### src/design/psfa_pkg.sv
`timescale 1ns / 1ps
`default_nettype none

package psfa_pkg;

  localparam int FOOTER_DELAY_DEPTH_DEF = 32;

  // Widths of the fixed-size fields and registers.
  localparam int BYTE_W  = 8;
  localparam int FRAME_W = 16;
  localparam int LEN_W   = 4;
  localparam int CFG_IDX_W = 3;
  localparam int CFG_DATA_W = 16;
  // A header of static plus extra length fits in one more bit than a length.
  localparam int HDR_W = LEN_W + 1;

  typedef enum logic [CFG_IDX_W-1:0] {
    CFG_FRAME_BYTES     = 3'd0,
    CFG_STATIC_HEADER   = 3'd1,
    CFG_INITIAL_HEADER  = 3'd2,
    CFG_LATER_HEADER    = 3'd3,
    CFG_STATIC_FOOTER   = 3'd4,
    CFG_INITIAL_FOOTER  = 3'd5,
    CFG_LATER_FOOTER    = 3'd6
  } cfg_reg_t;

  typedef enum logic [1:0] {
    STAT_OK        = 2'd0,
    STAT_REFUSED   = 2'd1,
    STAT_UNDERFLOW = 2'd2,
    STAT_TRUNCATED = 2'd3
  } status_t;

  typedef enum logic {
    CMD_DATA  = 1'b0,
    CMD_CLEAR = 1'b1
  } command_t;

  typedef struct packed {
    logic              command;
    logic [BYTE_W-1:0] data_byte;
    logic              packet_end;
  } in_item_t;

  typedef struct packed {
    logic               byte_valid;
    logic [BYTE_W-1:0]  out_byte;
    logic [FRAME_W-1:0] frame_offset;
    logic               packet_done;
    status_t            status;
    logic               frame_complete;
    logic [FRAME_W-1:0] packet_count;
  } out_item_t;

  // Control for the footer delay line in one cycle.
  typedef struct packed {
    logic push;   // append the byte at the current fill position
    logic shift;  // pop the head and append the byte, fill unchanged
  } dly_ctrl_t;

endpackage

`default_nettype wire

### src/design/psfa_footer_delay.sv
`timescale 1ns / 1ps
`default_nettype none

module psfa_footer_delay
  import psfa_pkg::*;
#(
  parameter int DEPTH = FOOTER_DELAY_DEPTH_DEF,
  parameter int FILL_W = $clog2(DEPTH + 1)
) (
  input  wire logic              clk,
  input  wire dly_ctrl_t         ctrl,
  input  wire logic [FILL_W-1:0] fill,
  input  wire logic [BYTE_W-1:0] din,
  output logic      [BYTE_W-1:0] head
);

  logic [BYTE_W-1:0] entry [DEPTH];

  assign head = entry[0];

  // Each entry only ever sees its neighbor above it and the incoming byte,
  // so the line is a plain shift register with a per-entry load enable.
  for (genvar i = 0; i < DEPTH; i++) begin : g_entry
    if (i < DEPTH - 1) begin : g_mid
      always_ff @(posedge clk) begin
        if (ctrl.push && fill == FILL_W'(i)) begin
          entry[i] <= din;
        end else if (ctrl.shift && fill == FILL_W'(i + 1)) begin
          entry[i] <= din;
        end else if (ctrl.shift && FILL_W'(i + 1) < fill) begin
          entry[i] <= entry[i + 1];
        end
      end
    end else begin : g_top
      always_ff @(posedge clk) begin
        if (ctrl.push && fill == FILL_W'(i)) begin
          entry[i] <= din;
        end else if (ctrl.shift && fill == FILL_W'(i + 1)) begin
          entry[i] <= din;
        end
      end
    end
  end

endmodule

`default_nettype wire

### src/design/packet_strip_frame_assembler_core.sv
`timescale 1ns / 1ps
`default_nettype none

// Channel | Direction | Signals                          | Payload
// in      | input     | in_valid, in_ready, in_data       | in_item_t
// out     | output    | out_valid, out_ready, out_data    | out_item_t
// cfg     | input     | cfg_valid, cfg_ready, cfg_index,  | register write
//         |           | cfg_data                          |
//
// One transaction per cycle in steady state while out is not stalled; a byte is held
// in the input register and its result (if any) is loaded into the output register
// as the byte leaves it. A result stays valid there until out_ready takes it.
// Reset (rst, synchronous) clears all counters and packet state and loads the
// register defaults; the footer delay entries are not reset.
// A stall on out holds the input register and, once it is full, drops in_ready.

module packet_strip_frame_assembler_core
  import psfa_pkg::*;
#(
  parameter int FOOTER_DELAY_DEPTH = FOOTER_DELAY_DEPTH_DEF
) (
  input  wire logic                  clk,
  input  wire logic                  rst,
  input  wire logic                  in_valid,
  output logic                       in_ready,
  input  wire in_item_t              in_data,
  output logic                       out_valid,
  input  wire logic                  out_ready,
  output out_item_t                  out_data,
  input  wire logic                  cfg_valid,
  output logic                       cfg_ready,
  input  wire logic [CFG_IDX_W-1:0]  cfg_index,
  input  wire logic [CFG_DATA_W-1:0] cfg_data
);

  localparam int FILL_W = $clog2(FOOTER_DELAY_DEPTH + 1);
  localparam int CMP_W  = (FILL_W > HDR_W) ? FILL_W : HDR_W;

  // Configuration registers.
  logic [FRAME_W-1:0] frame_bytes;
  logic [LEN_W-1:0]   static_header_len, initial_header_len, later_header_len;
  logic [LEN_W-1:0]   static_footer_len, initial_footer_len, later_footer_len;

  assign cfg_ready = 1'b1;

  always_ff @(posedge clk) begin
    if (rst) begin
      frame_bytes        <= '1;
      static_header_len  <= '0;
      initial_header_len <= '0;
      later_header_len   <= '0;
      static_footer_len  <= '0;
      initial_footer_len <= '0;
      later_footer_len   <= '0;
    end else if (cfg_valid) begin
      unique case (cfg_reg_t'(cfg_index))
        CFG_FRAME_BYTES:    frame_bytes        <= cfg_data;
        CFG_STATIC_HEADER:  static_header_len  <= cfg_data[LEN_W-1:0];
        CFG_INITIAL_HEADER: initial_header_len <= cfg_data[LEN_W-1:0];
        CFG_LATER_HEADER:   later_header_len   <= cfg_data[LEN_W-1:0];
        CFG_STATIC_FOOTER:  static_footer_len  <= cfg_data[LEN_W-1:0];
        CFG_INITIAL_FOOTER: initial_footer_len <= cfg_data[LEN_W-1:0];
        CFG_LATER_FOOTER:   later_footer_len   <= cfg_data[LEN_W-1:0];
        default: ;
      endcase
    end
  end

  // Input register.
  logic     s1_valid;
  in_item_t s1_data;
  logic     s1_fire;

  assign s1_fire  = s1_valid && (!out_valid || out_ready);
  assign in_ready = !s1_valid || s1_fire;

  always_ff @(posedge clk) begin
    if (rst) begin
      s1_valid <= 1'b0;
    end else if (in_ready) begin
      s1_valid <= in_valid;
    end
  end

  always_ff @(posedge clk) begin
    if (in_ready && in_valid) begin
      s1_data <= in_data;
    end
  end

  // Frame and packet state.
  logic [FRAME_W-1:0] frame_fill, frame_fill_next;
  logic               done_flag, done_flag_next;
  logic [FRAME_W-1:0] accepted_packets, accepted_packets_next;
  logic [HDR_W-1:0]   byte_position, byte_position_next;
  logic [FILL_W-1:0]  delay_fill, delay_fill_next;
  logic               first_packet_mode, first_packet_mode_next;
  logic               packet_refused, packet_refused_next;
  logic               packet_truncated, packet_truncated_next;
  logic               in_packet, in_packet_next;

  dly_ctrl_t          dly_ctrl;
  logic [BYTE_W-1:0]  dly_head;

  logic               produce;
  out_item_t          result;

  logic               fpm, refused;
  logic [HDR_W-1:0]   hdr;
  logic [HDR_W-1:0]   ftr_raw;
  logic [CMP_W-1:0]   ftr;
  logic               emerge;
  logic [BYTE_W-1:0]  payload;

  always_comb begin
    frame_fill_next        = frame_fill;
    done_flag_next         = done_flag;
    accepted_packets_next  = accepted_packets;
    byte_position_next     = byte_position;
    delay_fill_next        = delay_fill;
    first_packet_mode_next = first_packet_mode;
    packet_refused_next    = packet_refused;
    packet_truncated_next  = packet_truncated;
    in_packet_next         = in_packet;
    dly_ctrl               = '0;
    produce                = 1'b0;
    result                 = '0;
    emerge                 = 1'b0;
    payload                = '0;

    // Packet start decisions are taken from the state before this byte.
    fpm     = in_packet ? first_packet_mode : (frame_fill == '0);
    refused = in_packet ? packet_refused : (done_flag || frame_fill >= frame_bytes);

    hdr     = HDR_W'(static_header_len) +
              HDR_W'(fpm ? initial_header_len : later_header_len);
    ftr_raw = HDR_W'(static_footer_len) +
              HDR_W'(fpm ? initial_footer_len : later_footer_len);
    ftr     = (CMP_W'(ftr_raw) > CMP_W'(FOOTER_DELAY_DEPTH)) ?
              CMP_W'(FOOTER_DELAY_DEPTH) : CMP_W'(ftr_raw);

    if (s1_fire) begin
      if (command_t'(s1_data.command) == CMD_CLEAR) begin
        frame_fill_next       = '0;
        done_flag_next        = 1'b0;
        accepted_packets_next = '0;
        byte_position_next    = '0;
        delay_fill_next       = '0;
        packet_refused_next   = 1'b0;
        packet_truncated_next = 1'b0;
        in_packet_next        = 1'b0;
      end else begin
        in_packet_next         = 1'b1;
        first_packet_mode_next = fpm;
        packet_refused_next    = refused;

        if (!refused) begin
          if (byte_position < hdr) begin
            byte_position_next = byte_position + 1'b1;
          end else if (CMP_W'(delay_fill) >= ftr) begin
            emerge = 1'b1;
            if (delay_fill == '0) begin
              payload = s1_data.data_byte;
            end else begin
              payload        = dly_head;
              dly_ctrl.shift = 1'b1;
            end
          end else begin
            dly_ctrl.push   = 1'b1;
            delay_fill_next = delay_fill + 1'b1;
          end

          if (emerge) begin
            if (frame_fill < frame_bytes) begin
              result.byte_valid   = 1'b1;
              result.out_byte     = payload;
              result.frame_offset = frame_fill;
              frame_fill_next     = frame_fill + 1'b1;
              if (frame_fill_next >= frame_bytes) begin
                done_flag_next = 1'b1;
              end
            end else begin
              packet_truncated_next = 1'b1;
              done_flag_next        = 1'b1;
            end
          end
        end

        if (s1_data.packet_end) begin
          result.packet_done = 1'b1;
          if (refused) begin
            result.status = STAT_REFUSED;
          end else begin
            if (byte_position_next < hdr || CMP_W'(delay_fill_next) < ftr) begin
              result.status = STAT_UNDERFLOW;
            end else if (packet_truncated_next) begin
              result.status = STAT_TRUNCATED;
            end else begin
              result.status = STAT_OK;
            end
            accepted_packets_next = accepted_packets + 1'b1;
          end
          byte_position_next    = '0;
          delay_fill_next       = '0;
          packet_refused_next   = 1'b0;
          packet_truncated_next = 1'b0;
          in_packet_next        = 1'b0;
        end

        produce               = result.byte_valid || s1_data.packet_end;
        result.frame_complete = (frame_fill_next >= frame_bytes);
        result.packet_count   = accepted_packets_next;
      end
    end
  end

  always_ff @(posedge clk) begin
    if (rst) begin
      frame_fill        <= '0;
      done_flag         <= 1'b0;
      accepted_packets  <= '0;
      byte_position     <= '0;
      delay_fill        <= '0;
      first_packet_mode <= 1'b1;
      packet_refused    <= 1'b0;
      packet_truncated  <= 1'b0;
      in_packet         <= 1'b0;
    end else begin
      frame_fill        <= frame_fill_next;
      done_flag         <= done_flag_next;
      accepted_packets  <= accepted_packets_next;
      byte_position     <= byte_position_next;
      delay_fill        <= delay_fill_next;
      first_packet_mode <= first_packet_mode_next;
      packet_refused    <= packet_refused_next;
      packet_truncated  <= packet_truncated_next;
      in_packet         <= in_packet_next;
    end
  end

  psfa_footer_delay #(
    .DEPTH  (FOOTER_DELAY_DEPTH),
    .FILL_W (FILL_W)
  ) u_delay (
    .clk  (clk),
    .ctrl (dly_ctrl),
    .fill (delay_fill),
    .din  (s1_data.data_byte),
    .head (dly_head)
  );

  // Output register.
  always_ff @(posedge clk) begin
    if (rst) begin
      out_valid <= 1'b0;
    end else if (s1_fire) begin
      out_valid <= produce;
    end else if (out_ready) begin
      out_valid <= 1'b0;
    end
  end

  always_ff @(posedge clk) begin
    if (s1_fire && produce) begin
      out_data <= result;
    end
  end

  // The delay line never holds more bytes than it has entries.
  a_fill_bound: assert property (@(posedge clk) disable iff (rst)
    CMP_W'(delay_fill) <= CMP_W'(FOOTER_DELAY_DEPTH))
    else $error("footer delay fill exceeds depth");

  // Between packets no header or footer progress may linger.
  a_idle_clean: assert property (@(posedge clk) disable iff (rst)
    !in_packet |-> (byte_position == '0 && delay_fill == '0 && !packet_truncated))
    else $error("packet state left over outside a packet");

  // A result without a payload byte is always the end of a packet.
  a_result_kind: assert property (@(posedge clk) disable iff (rst)
    out_valid |-> (out_data.byte_valid || out_data.packet_done))
    else $error("empty result issued");

  // Status is only reported on the last byte of a packet.
  a_status_end: assert property (@(posedge clk) disable iff (rst)
    (out_valid && !out_data.packet_done) |-> out_data.status == STAT_OK)
    else $error("status without packet end");

endmodule

`default_nettype wire

### config.mk
export PLATFORM = sky130hd
export DESIGN_NAME = packet_strip_frame_assembler_core
export DESIGN_NICKNAME = d
export VERILOG_FILES = /design/src/design/psfa_pkg.sv /design/src/design/psfa_footer_delay.sv /design/src/design/packet_strip_frame_assembler_core.sv
export SDC_FILE = /design/constraint.sdc
export NUM_CORES = 1
export LEC_CHECK = 0
export BUFFER_PORTS_ARGS = -buffer_cell sky130_fd_sc_hd__buf_2
export CORE_ASPECT_RATIO = 0.6
export CORE_UTILIZATION = 60
export DETAILED_ROUTE_END_ITERATION = 10
export GPL_TIMING_DRIVEN = 0
export HOLD_SLACK_MARGIN = 0.12
export PLACE_DENSITY = 0.78
export SKIP_LAST_GASP = 1
export SLEW_MARGIN = 20
export SYNTH_ARGS = -nofsm -noshare
export SYNTH_HDL_FRONTEND = slang
export SYNTH_HIERARCHICAL = 1
export SYNTH_SLANG_ARGS = --single-unit
### constraint.sdc
create_clock -name clk -period 14.3 [get_ports clk]
set_clock_uncertainty 0.1 [all_clocks]
set_input_delay 2.86 -clock clk [delete_from_list [all_inputs] [get_ports clk]]
set_output_delay 2.86 -clock clk [all_outputs]
set_load 0.1 [all_outputs]
# Word level (Yosys, flattened, before mapping)
# Memory sizes are Yosys's and may differ from the RTL's.
# Index checks and enable logic that the tools add are counted.
# totals
elab_cells,722
mem_bits_ro,0
latch_bits,0
ram_bits,256
output_inout_bits,48
inputBits,34
reg_bits,145
n_memories,1
# mem_list
memory,words,width,rd,rd_ports_with_merged_regs,wr,line,text
u_delay.entry,32,8,32,0,32,psfa_footer_delay.sv:17,logic [BYTE_W-1:0] entry [DEPTH];
# classes
addsub,6
muxes,418
magnitude_cmp,40
n_bitwise,66
n_reduce_logical,122
n_eq_ne,40
shifts,0
div_mod_pow,0
multipliers,0
# ops
operator,n
two-way mux 8 bit,66
two-way mux 1 bit,314
two-way mux 16 bit,9
two-way mux 25 bit,5
logical AND 1 bit,98
== test 6 x 5 -> 1 bit (second input constant),16
less-than comparator 5 x 6 -> 1 bit (first input constant),16
OR 1 bit,63
== test 6 x 4 -> 1 bit (second input constant),8
greater-or-equal comparator 16 bit,3
less-than comparator 4 x 6 -> 1 bit (first input constant),8
two-way mux 6 bit,8
adder 16 x 1 -> 16 bit (second input constant),2
two-way mux 5 bit,6
== test 6 x 3 -> 1 bit (second input constant),4
less-than comparator 3 x 6 -> 1 bit (first input constant),4
zero test 16 bit,1
less-than comparator 16 bit,1
AND reduction 2 bit,8
two-way mux 2 bit,7
== test 6 x 2 -> 1 bit (second input constant),2
less-than comparator 2 x 6 -> 1 bit (first input constant),2
adder 4 x 4 -> 5 bit,2
less-than comparator 5 bit,2
25 further kinds,37

# Longest topological paths before layout
# depth
ltp_word,20
ltp_mapped,31
ltp_nobuf,29

# By module
# The synthesis kept the hierarchy.
# by_module_without_submodules
mod,cells_per_inst,area_each_um2,n_inst,seq_area_each_um2
psfa_footer_delay,702,11831.3,1,7687.4
packet_strip_frame_assembler_core,891,8484.4,1,3453.3

# Least setup slack after synthesis
# OpenSTA, ideal clock, no wires.
# synth_path
path_type,in2out
from,in out_ready
to,out in_ready
arrival_time_ps,3682
n_path_buf,0
t_required_ps,11340
cell_stages,1
path_slack_ps,7658
cell_sequence,nand3b_1
# synth_between
elab_chain_cells,3
# synth_lines
element,line,text
from (decl),packet_strip_frame_assembler_core.sv:28,"input wire logic out_ready,"
logical OR 1 bit,packet_strip_frame_assembler_core.sv:74,assign s1_fire = s1_valid && (!out_valid || out_ready);
logical AND 1 bit,packet_strip_frame_assembler_core.sv:74,
logical OR 1 bit,packet_strip_frame_assembler_core.sv:75,assign in_ready = !s1_valid || s1_fire;
to (decl),packet_strip_frame_assembler_core.sv:25,"output logic in_ready,"
# Every way passes these cells.

# Worst setup path after layout
# layout_path
from,reg frame_fill[0]
to,reg out_data[16] (netlist name) (data pin)
# layout_between
elab_chain_cells,17
elab_cells_between_ends,26
classes_between,add/sub: 3; order compare: 6; mux: 15; reduce/logical: 2
# layout_lines
element,line,text
from (decl),packet_strip_frame_assembler_core.sv:92,"logic [FRAME_W-1:0] frame_fill, frame_fill_next;"
from (signal assigned),packet_strip_frame_assembler_core.sv:229,frame_fill <= frame_fill_next;
zero test 16 bit,packet_strip_frame_assembler_core.sv:132,fpm = in_packet ? first_packet_mode : (frame_fill == '0);
two-way mux 1 bit,packet_strip_frame_assembler_core.sv:132,
two-way mux 4 bit,packet_strip_frame_assembler_core.sv:138,HDR_W'(fpm ? initial_footer_len : later_footer_len);
adder 4 x 4 -> 5 bit,packet_strip_frame_assembler_core.sv:137,ftr_raw = HDR_W'(static_footer_len) +
> comparator 5 x 6 -> 1 bit,packet_strip_frame_assembler_core.sv:139,ftr = (CMP_W'(ftr_raw) > CMP_W'(FOOTER_DELAY_DEPTH)) ?
two-way mux 6 bit,packet_strip_frame_assembler_core.sv:139,
greater-or-equal comparator 6 bit,packet_strip_frame_assembler_core.sv:160,end else if (CMP_W'(delay_fill) >= ftr) begin
two-way mux 1 bit,packet_strip_frame_assembler_core.sv:160,
two-way mux 1 bit,packet_strip_frame_assembler_core.sv:158,if (byte_position < hdr) begin
two-way mux 1 bit,packet_strip_frame_assembler_core.sv:157,if (!refused) begin
two-way mux 1 bit,packet_strip_frame_assembler_core.sv:143,if (command_t'(s1_data.command) == CMD_CLEAR) begin
two-way mux 1 bit,packet_strip_frame_assembler_core.sv:142,if (s1_fire) begin
two-way mux 16 bit,packet_strip_frame_assembler_core.sv:173,if (emerge) begin
two-way mux 16 bit *,packet_strip_frame_assembler_core.sv:157,
two-way mux 16 bit *,packet_strip_frame_assembler_core.sv:143,
two-way mux 16 bit *,packet_strip_frame_assembler_core.sv:142,
greater-or-equal comparator 16 bit *,packet_strip_frame_assembler_core.sv:211,result.frame_complete = (frame_fill_next >= frame_bytes);
to (signal assigned),packet_strip_frame_assembler_core.sv:265,out_data <= result;
to (decl),packet_strip_frame_assembler_core.sv:29,"output out_item_t out_data,"
# Every way passes the cells marked *; elsewhere a longest branch is shown, timed or not. The select of a mux whose other input is x is not followed.
# A chain may end at the register's enable or synchronous reset.

==> impl_metrics.toml <==
[die]
die_height_um = 145
std_cell_rows = 51
boundaryPins = 82
coreArea_um2 = 32900
die_area_um2 = 34600
initial_core_utilization = 0.618
fp.dieW_um = 240

[clock_tree]
path_clk_slew_ns = 0.07
cts_made_buffers = 38
clock_path_buffers = 3
tritoncts = "yes"
clock_sinks = 401
postcts_setup_bufs = 0
htree_levels = 2
postCtsResizedCells = 0
root_buffer = "sky130_fd_sc_hd__clkbuf_16"
cts-hold-fix-buffers = 0
worstSkewPairLatency_ns = 0.54

[setup_path]
data_arrival_time_of_the_worst_path_ns = 8.55
cp.required_ns = 14.50
worst_setup_path_start_kind = "flip-flop"
cp_slowest_stage_delay_ns = 0.81
crit_path_top_delay_cell = "sky130_fd_sc_hd__a21oi_1"
timing.critical_path.to_type = "flip-flop"
path_max_fanout = 10
critPathKind = "flip-flop to flip-flop"
crit_top_cell = "sky130_fd_sc_hd__a21o_1"

[sta]
timing.max_slew.rel_slack = 0.282
timing.setup.tns_ns = 0
final-hold-violation-count = 0
final.period_utilization = 0.584
layout_min_cycle_time_ns = 8.35
rsz0062_at_grt = "no"
max_freq_mhz = 120
worstMarginPinSlew_ns = 1.07
report.final.slew_viol_count = 0
report.final.setup_viol = 0

[pwr]
power.net_switching_uw = 577
static-leakage-power_uw = 0.00861
cell_internal_pwr_uw = 1870
power_frac_seq = 0.520
pwr-share-clk = 0.405
totalPowerFinal_uw = 2440
comb_power_share = 0.076
vdd_drop_max_uv = 90.4
power_switching_share = 0.236
p_per_area_nw_per_um2 = 108

[route]
final_antenna_net_count = 0
wire_per_inst_um = 24.1
drt-pass1-iter-count = 6
route.final.wire_length_um = 52800
drc = 0
route.detailed.vias_per_inst = 6.32
dr_total_vias = 13867
drt_first_iter_violations = 1625

[yosys]
combinational_family_with_the_most_area_after_synthesis = "multiplexers"
synth_nets = 1706
synth_xor_area_frac = 0.0233
yosys.area.top_type = "sky130_fd_sc_hd__edfxtp_1"
synth_adder_area_share = 0.0494
synth-seq-area-share = 0.548
asyncSetResetFlopFracSynth = 0
ys_top_cells_by_area = "sky130_fd_sc_hd__edfxtp_1 (46%), sky130_fd_sc_hd__mux2_2 (14%), sky130_fd_sc_hd__dfxtp_1 (8.9%)"
yosys.cell_types.count = 91
syn_avg_cell_area_um2 = 12.8
synth-compound-area-share = 0.0955
dominantRegCellSynth = "sky130_fd_sc_hd__edfxtp_1"
postSynthCellCount = 1593
synth_top_cell_area_share = 0.460
yosys_warnings = 6
mappedNetlistArea_um2 = 20300
ys_ff_latch = 401
synth.mux.area_fraction = 0.161
synth_simple_gate_area_frac = 0.0879
synth_enable_flop_cells = 311

[final_layout]
layout-drive-gt1-share = 0.281
antennaDiodeCount = 0
synthToLayoutAreaGrowth_pct = 10.9
layout.cells.most_common = "sky130_fd_sc_hd__edfxtp_1"
layoutNonFillerInstCount = 2193
nFillCells = 2338
layout.cells.most_common_list = "sky130_fd_sc_hd__edfxtp_1 (311), sky130_fd_sc_hd__mux2_2 (250), sky130_fd_sc_hd__nor2_1 (143)"
final_nets = 1827

[global_route]
use_met2 = 0.380
grt_use_met3 = 0.0851
grt_pass1_wl_um = 77700
busiest_layer = "met1"
maximum_number_of_pins_on_one_net_before_global_route_repair = 32
grt_overflow = 0
first_global_vias = 12721
grt.met1_usage = 0.506
grt.total_usage = 0.305
antenna_found_initial = 2

[hold_path]
worst_hold_path_type = "flip-flop to flip-flop"

[placement]
place.port_buffers = 77
dpl.hpwl_um = 37800
dp.cells = 2124
gpl.final_weighted_congestion = 1.03

[job]
cap_violations = 0

[outcome]
status = "completed"
[critical path, delay by kind of cell (launching register included)]
kind            cells  cell delay, ns
compound gates     13            3.48
fa+ha+maj           5            1.28
simple gates        6            1.26
buf+inv             5            0.90
flops               1            0.48
mux                 1            0.43
xor+xnor            1            0.17
[Yosys cell counts (4+ instances only)]
library cell	n
sky130_fd_sc_hd__a211o_1	23
sky130_fd_sc_hd__a211oi_1	7
sky130_fd_sc_hd__a21o_1	13
sky130_fd_sc_hd__a21oi_1	50
sky130_fd_sc_hd__a21oi_2	6
sky130_fd_sc_hd__a22oi_1	23
sky130_fd_sc_hd__a2bb2oi_1	4
sky130_fd_sc_hd__a31oi_1	8
sky130_fd_sc_hd__and2_1	22
sky130_fd_sc_hd__and3_1	14
sky130_fd_sc_hd__buf_2	25
sky130_fd_sc_hd__buf_4	16
sky130_fd_sc_hd__clkbuf_1	65
sky130_fd_sc_hd__dfxtp_1	90
sky130_fd_sc_hd__edfxtp_1	311
sky130_fd_sc_hd__ha_1	77
sky130_fd_sc_hd__inv_1	41
sky130_fd_sc_hd__mux2_2	250
sky130_fd_sc_hd__mux2_4	8
sky130_fd_sc_hd__mux2i_1	33
sky130_fd_sc_hd__nand2_1	49
sky130_fd_sc_hd__nand2b_1	11
sky130_fd_sc_hd__nand3_1	25
sky130_fd_sc_hd__nand3b_1	5
sky130_fd_sc_hd__nand4_1	11
sky130_fd_sc_hd__nand4b_1	5
sky130_fd_sc_hd__nor2_1	143
sky130_fd_sc_hd__nor2b_1	12
sky130_fd_sc_hd__nor3_1	15
sky130_fd_sc_hd__nor4_1	11
sky130_fd_sc_hd__o211ai_1	6
sky130_fd_sc_hd__o21a_1	6
sky130_fd_sc_hd__o21ai_0	53
sky130_fd_sc_hd__o21ai_2	4
sky130_fd_sc_hd__o21ai_4	4
sky130_fd_sc_hd__o31ai_1	4
sky130_fd_sc_hd__or3_1	8
sky130_fd_sc_hd__xnor2_1	28
sky130_fd_sc_hd__xor2_1	26
[power by group through the flow]
stage                     sequential (µW)  clock, µW  combinational [µW]
final                                1270        989                 185
after global placement               1300          0                 174
after floorplan                      1320          0                95.5
after global routing                 1270       1040                 195
after CTS                            1270        999                 180
after detailed placement             1300          0                 178
[cells by family after synthesis]
logic type,count (synthesis)
compound gates,257
xor+xnor,54
fa+ha+maj,79
buf+inv,154
flops,401
mux,292
other cells,1
simple gates,355
[per-stage QoR]
stage               hold WS, ns  setup slack, ns   util  instance area, µm²
floorplan                 0.336             7.66      -               20300
global placement          0.346             5.92  0.647               21300
detailed placement        0.369             6.28  0.649               21300
CTS                       0.384             6.22  0.686               22500
global route              0.399             5.55  0.686               22500
finish                    0.387             5.95  0.686               22500
[flip-flops by register name, indices dropped and copies added (netlist names), 4 cells and up]
signal,cells
delay_fill,6
u_delay/entry,256
frame_bytes,16
later_header_len,4
accepted_packets,16
static_footer_len,4
static_header_len,4
s1_data,10
later_footer_len,4
byte_position,5
frame_fill,16
out_data,45
initial_header_len,4
initial_footer_len,4
[routing by layer]
layer / part of all wire / up-vias
li1: - / 6196
met1: 0.50 / 6890
met5: 0 / -
met2: 0.37 / 717
met4: 0.016 / 0
met3: 0.12 / 64
[final timing paths]
check	startpoint	end	slack, ns	cells past startpoint
setup / recovery	frame_fill[0]	out_data[16]	5.95	31
hold / removal	packet_refused	packet_refused	0.39	2
setup reg to reg	frame_fill[0]	out_data[16]	5.95	31
hold reg to reg	packet_refused	packet_refused	0.39	2
[cell type report]
| cell class | count | area (µm²) | share of cell area |
|---|---|---|---|
| flip-flops and latches | 401 | 11100 | 0.495 |
| plain buffers | 112 | 534 | 0.0237 |
| well taps | 450 | 563 | 0.0250 |
| inverters | 42 | 158 | 0.00700 |
| repair buffers | 81 | 425 | 0.0189 |
| clock inverters | 22 | 170 | 0.00755 |
| clock buffers | 47 | 1020 | 0.0451 |
| multi-input cells | 1038 | 8520 | 0.378 |
(Power assumes the default switching activity.)
